### config.mk
export PLATFORM = sky130hd
export DESIGN_NAME = bthin_ram
export DESIGN_NICKNAME = d
export VERILOG_FILES = /design/src/sv/bthin_ram.sv
export SDC_FILE = /design/constraint.sdc
export NUM_CORES = 1
export LEC_CHECK = 0
export BUFFER_PORTS_ARGS = -buffer_cell sky130_fd_sc_hd__buf_2
export CAP_MARGIN = 20
export CORE_MARGIN = 5
export CORE_UTILIZATION = 36
export CTS_CLUSTER_SIZE = 25
export DETAILED_ROUTE_END_ITERATION = 16
export PLACE_DENSITY_LB_ADDON = 0.25
export SYNTH_ARGS = -nofsm -noshare
export SYNTH_HDL_FRONTEND = slang
export SYNTH_SLANG_ARGS = --single-unit
export TNS_END_PERCENT = 5
### constraint.sdc
create_clock -name clk -period 2.4 [get_ports clk]
set_clock_uncertainty 0.2 [all_clocks]
set_input_delay 0.24 -clock clk [delete_from_list [all_inputs] [get_ports clk]]
set_output_delay 0.24 -clock clk [all_outputs]
set_load 0.1 [all_outputs]
### src/sv/bthin_ram.sv
module bthin_ram #(
  parameter int WIDTH = 1,
  parameter int DEPTH = 256
) (
  input  logic                     clk,
  input  logic                     we,
  input  logic [$clog2(DEPTH)-1:0] waddr,
  input  logic [WIDTH-1:0]         wdata,
  input  logic [$clog2(DEPTH)-1:0] raddr,
  output logic [WIDTH-1:0]         rdata
);

  logic [WIDTH-1:0] mem [DEPTH];
  logic [WIDTH-1:0] rdata_r;

  always_ff @(posedge clk) begin
    if (we) begin
      mem[waddr] <= wdata;
    end
    rdata_r <= mem[raddr];
  end

  assign rdata = rdata_r;

endmodule

Yosys cells after proc, flatten, opt, wreduce, memory -nomap -nowiden

Memory sizes are Yosys's and may differ from the RTL's. A register that Yosys moved wholly into a read port is not among the register bits.
Index checks and enable logic that the tools add are counted.

Memory bits (writable): 256
Output and inout port bits: 1
Register bits after elaboration: 0
Memories kept: 1
Bits of input ports: 19
Logic and storage cells: 3

Multiplexer cells: 2

Memories:

| name | words | width | read ports | clocked after Yosys merged registers in | write ports | line | source |
|---|---|---|---|---|---|---|---|
| mem  | 256   | 1     | 1          | 1                                       | 1           | 13   | `logic [WIDTH-1:0] mem [DEPTH];` |

Operators with widths:

| kind             | number |
|---|---|
| 2-to-1 mux 1 bit | 2 |

Depth between registers and ports, before layout

Gate-level depths: netlist of run 1.

Word-level depth: 2
Gate-level depth with buffers: 10
Gate-level depth less buffers: 6

Worst setup path before layout of run 1

Ideal clock, no wire load.

Path type: in2reg
From: input port raddr[0]
To: register rdata_r, in the netlist rdata, read port of mem
Required time: 2.071 ns
Library setup time: 0.129 ns
Arrival time: 1.886 ns
Stages: 8
Setup slack: 0.185 ns
Buffers on the path: 2
Cell sequence: buf_6 -> buf_6 -> mux4_2 -> mux4_2 -> mux2i_1 -> o22ai_1 -> a21oi_1 -> a22oi_1

RTL lines:

| what            | line | source |
|---|---|---|
| start, declared | 9    | `input logic [$clog2(DEPTH)-1:0] raddr,` |
| end, declared   | 14   | `logic [WIDTH-1:0] rdata_r;` |

==> results.py, run 1 <==
metrics = {
    "yosys": {
        "synth_warnings": 0,
        "ys_types": 35,
        "netlist_instances": 788,
        "synthFlopType": "edfxtp_1",
        "yosys_register_bits": 257,
        "synth_area_um2": 11100,
        "ys_seq_area_frac": 0.693,
        "muxShareOfSynthArea": 0.132,
        "synthArstFlopShare": 0,
        "synth_fp_nets": 807,
        "synth_top_family_by_area": "multiplexers",
        "synthAdderAreaFrac": 0,
        "synth_compound_area_frac": 0.0311,
        "syn_avg_cell_area_um2": 14.1,
        "synth-xor-area-share": 0,
        "synthSimpleGateAreaFrac": 0.119,
        "synth_edf_count": 256,
    },
    "layout": {
        "antennaDiodeCount": 0,
        "layout-drive-gt1-share": 0.195,
        "finalInstanceArea_um2": 13000,
        "fillers": 2834,
        "multiInputGateArea_um2": 3150,
        "area_growth_pct": 16.9,
        "finalNonFillerCells": 1271,
        "ff_latch_area_um2": 7710,
        "fin_nets": 872,
    },
    "drt": {
        "wire_per_inst_um": 21.9,
        "finalWirelength_um": 27900,
        "dr.max_layer_used": "met4",
        "wl_met1_um": 12300,
        "drt-pass1-iter-count": 5,
        "met2WireLength_um": 13900,
        "vias": 6755,
        "drc": 0,
        "ant_nets": 0,
        "via_per_inst": 5.31,
        "dr_wl_met3_um": 1160,
        "drt_iter0_drc": 645,
    },
    "sta": {
        "worstMarginPinSlew_ns": 0.656,
        "final.setup.tns_ns": 0,
        "period_share": 0.945,
        "hold_viol_final": 0,
        "setup-violations-final": 0,
        "slew_viol_final": 0,
        "rsz0062_at_grt": "false",
        "slew_headroom": 0.562,
        "hold_slack_ns": 0.0908,
        "period_needed_ns": 2.27,
        "max_freq_mhz": 441,
    },
    "worst_setup_path": {
        "worstSetupPathType": "reg2reg",
        "start_kind": "register",
        "crit_fanout": 1,
        "required_ns": 2.61,
        "cp-end-kind": "register",
        "arrival_ns": 2.48,
    },
    "placement": {
        "place_congestion": 0.783,
        "placed_cell_area_um2": 12100,
        "portBuffers": 19,
        "dpl.hpwl_um": 17100,
        "placed_cells": 1216,
    },
    "die": {
        "die_area_um2": 34500,
        "coreArea_um2": 30600,
        "io_pins": 20,
        "die_h_um": 186,
        "rows": 64,
        "die_x_um": 186,
        "initial_core_util": 0.364,
    },
    "power": {
        "vdd_ir_drop_max_mv": 0.494,
        "power.density_nw_per_um2": 751,
        "p_leak_nw": 4.11,
        "finalPower_mw": 9.77,
    },
    "clock_network": {
        "insertion_delay_ns": 0.54,
        "cts_root_buffer": "clkbuf_16",
        "cts_buffers": 28,
        "cts.path.max_buffers": 3,
        "cts.sinks": 257,
        "post_cts_buffers": 0,
        "cts_tree": "built",
        "htreeDepth": 1,
        "clk_pin_slew_ns": 0.06,
    },
    "global_routing": {
        "grt_pass1_vias": 6850,
        "grtUsageTotal": 0.164,
        "grt_pass1_wl_um": 42600,
        "antenna_found_initial": 0,
        "grt_start_max_net_pins": 75,
        "grt.overflow.total": 0,
    },
    "min_path": {
        "hold_path.class": "in2reg",
    },
    "outcome": {
        "status": "complete, no violations",
    },
    "flow_run": {
        "max_cap_violations": 0,
    },
}
[critical path: stages (launching register included)]
cell and delay [ns]:
edfxtp_1 0.36, mux4_2 0.49, mux4_2 0.48, mux2i_1 0.16
o22ai_1 0.15, a21oi_2 0.21, a22oi_1 0.09
[through the flow]
stage | setup slack, ns | utilization
after floorplan | 0.185 | -
after global placement | -0.182 | 0.395
after detailed placement | -0.242 | 0.395
after CTS | 0.0333 | 0.425
after global routing | 0.0396 | 0.425
final | 0.131 | 0.425
[kinds of logic after synthesis]
logic type | after synthesis
simple gates | 330
mux | 94
buf+inv | 57
flops | 257
compound gates | 50
[per-layer routing]
metal  up-vias  GRT usage
met5         -          0
met4         0     0.0318
met3        31     0.0223
met2       161      0.280
met1      3517      0.228
li1       3046          -
[registers in the layout, summed over array words and instances (netlist names)]
signal  count
mem       256
rdata       1
[layout by cell type, fill, tap and decap left out, types with 9 or more instances in the layout]
master     count
nor2_1       268
mux2i_1       51
nand2_1       23
buf_4         63
o22ai_1       23
buf_2         16
nor2b_1        9
clkbuf_16     29
edfxtp_1     256
nand3_1       12
mux4_2        42
[path summary, 6_finish.rpt]
path	startpoint	end	slack [ns]	cells after the start
max	mem[203]	rdata	0.13	6
min	raddr[4]	rdata	0.09	3
max reg2reg	mem[203]	rdata	0.13	6
min reg2reg	mem[181]	rdata	0.79	6
[where the power goes]
part | internal (mW) | switching (mW)
registers | 4.95 | 0.00423
clock network | 2.52 | 1.72
logic | 0.223 | 0.363
total | 7.69 | 2.09
[synth_stat cells, types with 2 or more instances]
master / n / share of area
o22ai_1: 23 / 0.013
buf_4: 5 / 0.0034
nor4_1: 5 / 0.0028
nand3_1: 12 / 0.0054
buf_2: 6 / 0.0027
clkbuf_1: 39 / 0.013
nor3_1: 3 / 0.0013
mux2i_1: 51 / 0.046
a31oi_1: 3 / 0.0017
o21ai_0: 2 / 0.00090
a22o_1: 6 / 0.0047
edfxtp_1: 256 / 0.69
buf_6: 5 / 0.0051
a311oi_1: 2 / 0.0016
a2111oi_0: 2 / 0.0016
nor2b_1: 9 / 0.0051
nand3b_1: 3 / 0.0020
nor2_1: 268 / 0.090
a21oi_1: 2 / 0.00090
a22oi_1: 8 / 0.0054
mux4_2: 42 / 0.085
nand2_1: 23 / 0.0078
[final cells by class]
cell class / count / share of cell area
clock buffers: 35 / 0.0575
clock inverters: 17 / 0.0119
inverters: 1 / 0.000288
multi-input cells: 474 / 0.242
flip-flops and latches: 257 / 0.592
well taps: 396 / 0.0381
repair buffers: 91 / 0.0580
[timing repair]
action / in CTS / in global routing
hold endpoints to repair: 62 / 0
setup endpoints to repair: 0 / 1
gates resized for setup: 0 / 1
hold buffers: 3 / 0
Note: power is estimated with default switching activity, not from simulation.
==> run 2, diff against run 1 <==
CELL_PAD_IN_SITES_DETAIL_PLACEMENT = 1   (was unset)
CELL_PAD_IN_SITES_GLOBAL_PLACEMENT = 1   (was unset)
RECOVER_POWER = 100   (was unset)
==> run 2 against run 1 <==
  * The flow now finishes with violations (max-capacitance violations, max-slew violations)
  * Via count hardly changed
  * Highest routed layer unchanged
  * Cell count hardly changed
  * Worst setup slack worse by 0.094 ns
  * Utilization is 0.47 points lower
  * Critical endpoint unchanged
  * Clock-buffer cell count is 1 lower
  * Fmax is 4.0% lower
==> results.py, run 2 (same netlist as run 1, synthesis figures left out) <==
metrics = {
    "clock_network": {
        "cts_buffers": 28,
        "ctsResizeCount": 0,
        "cts.sinks": 257,
        "post_cts_buffers": 0,
        "clk_pin_slew_ns": 0.06,
        "cts_root_buffer": "clkbuf_16",
        "cts.path.max_buffers": 3,
        "insertion_delay_ns": 0.54,
        "cts_tree": "built",
        "htreeDepth": 1,
    },
    "global_routing": {
        "grt_start_max_net_pins": 93,
        "grtUsageTotal": 0.175,
        "grt.overflow.total": 0,
        "antenna_found_initial": 0,
        "grt_pass1_wl_um": 45300,
        "grt_pass1_vias": 7406,
    },
    "layout": {
        "fillers": 3167,
        "final_common_cell": "nor2_1",
        "area_growth_pct": 15.6,
        "ff_latch_area_um2": 7710,
        "finish.utilization": 0.421,
        "multiInputGateArea_um2": 3140,
        "final_cell_mix": "nor2_1 (268), edfxtp_1 (256), mux2i_1 (51)",
        "layout-drive-gt1-share": 0.166,
        "fin_nets": 875,
        "largest_reg_flops": 256,
        "antennaDiodeCount": 0,
        "finalNonFillerCells": 1272,
        "top_register": "mem",
        "finalInstanceArea_um2": 12900,
    },
    "power": {
        "p_leak_nw": 4.00,
        "power.density_nw_per_um2": 751,
        "finalPower_mw": 9.66,
        "vdd_ir_drop_max_mv": 0.454,
    },
    "sta": {
        "max_freq_mhz": 423,
        "hold_viol_final": 0,
        "final.setup.tns_ns": 0,
        "period_share": 0.984,
        "slew_headroom": -0.208,
        "hold_slack_ns": 0.0976,
        "setup-violations-final": 0,
        "rsz0062_at_grt": "false",
        "slew_viol_final": 91,
        "finalWorstSetupSlack_ns": 0.0374,
        "period_needed_ns": 2.36,
        "worstMarginPinSlew_ns": 1.81,
    },
    "die": {
        "die_area_um2": 34500,
        "die_h_um": 186,
        "rows": 64,
        "io_pins": 20,
        "die_x_um": 186,
        "initial_core_util": 0.364,
        "coreArea_um2": 30600,
    },
    "drt": {
        "drc": 0,
        "ant_nets": 0,
        "drt-pass1-iter-count": 4,
        "via_per_inst": 5.31,
        "drt_iter0_drc": 495,
        "vias": 6757,
        "wire_per_inst_um": 23.4,
        "finalWirelength_um": 29800,
    },
    "worst_setup_path": {
        "worstSetupPathType": "reg2reg",
        "crit_fanout": 1,
        "start_kind": "register",
        "required_ns": 2.60,
        "reg2reg_from": "mem[67]",
        "cp-end-kind": "register",
        "crit_start": "mem[67]",
        "arrival_ns": 2.56,
    },
    "min_path": {
        "hold_start": "waddr[1]",
        "hold_path.class": "in2reg",
    },
    "placement": {
        "portBuffers": 19,
        "dpl_worst_slack_ns": -0.169,
        "placed_cell_area_um2": 12100,
        "placed_cells": 1220,
        "dpl.hpwl_um": 19000,
        "place_congestion": 0.769,
    },
    "outcome": {
        "status": "finished, violations left",
        "violations": "max-capacitance violations, max-slew violations",
    },
    "flow_run": {
        "max_cap_violations": 1,
    },
}
==> run 2: cell types whose count changed in the layout (fill, tap and decap cells not counted), moves of 3 or more <==
cell      before  now
buf_2         16   11
buf_4         63   39
clkbuf_1       6   36
clkbuf_2       0    4
clkinv_1       7    4
==> run 2: worst paths after layout <==
| path | to | cells after the start | slack, ns |
|---|---|---|---|
| worst max-delay path | rdata | 6 | 0.04 |
| worst min-delay path | mem[107] | 3 | 0.1 |
| worst max register to register | rdata | 6 | 0.04 |
| worst min register to register | rdata | 6 | 0.76 |
==> run 2: power breakdown <==
group	switching, mW	total (mW)	internal [mW]
Clock	1.72	4.13	2.41
Sequential	0.00461	4.95	4.95
Combinational	0.363	0.576	0.212
Total	2.09	9.66	7.57
==> run 2: cell type report <==
| type | instances | area share |
|---|---|---|
| Timing Repair Buffer | 94 | 0.0501 |
| Clock buffer | 34 | 0.0579 |
| Sequential cell | 257 | 0.599 |
| Multi-Input combinational cell | 474 | 0.244 |
| Inverter | 1 | 0.000292 |
| Tap cell | 396 | 0.0385 |
| Clock inverter | 16 | 0.0101 |
==> run 2: timing repair <==
item	CTS	global route
setup endpoints to repair	0	1
hold buffers	2	0
hold endpoints to repair	1	0
==> run 2: worst max-delay path, stage by stage, from the launching register on <==
cell and delay [ns]:
edfxtp_1 0.39, mux4_2 0.47, a22o_1 0.26, nor4_1 0.18, a31oi_1 0.09, a311oi_1 0.47
a22oi_1 0.17
==> run 2: routing by layer <==
layer | vias up | GRT usage | wire length (um) | share of wire
met5 | - | 0 | 0 | 0
met4 | 0 | 0.0542 | 867 | 0.029
met3 | 57 | 0.0272 | 1490 | 0.050
met2 | 140 | 0.309 | 15100 | 0.51
met1 | 3509 | 0.224 | 12300 | 0.41
li1 | 3051 | - | - | -
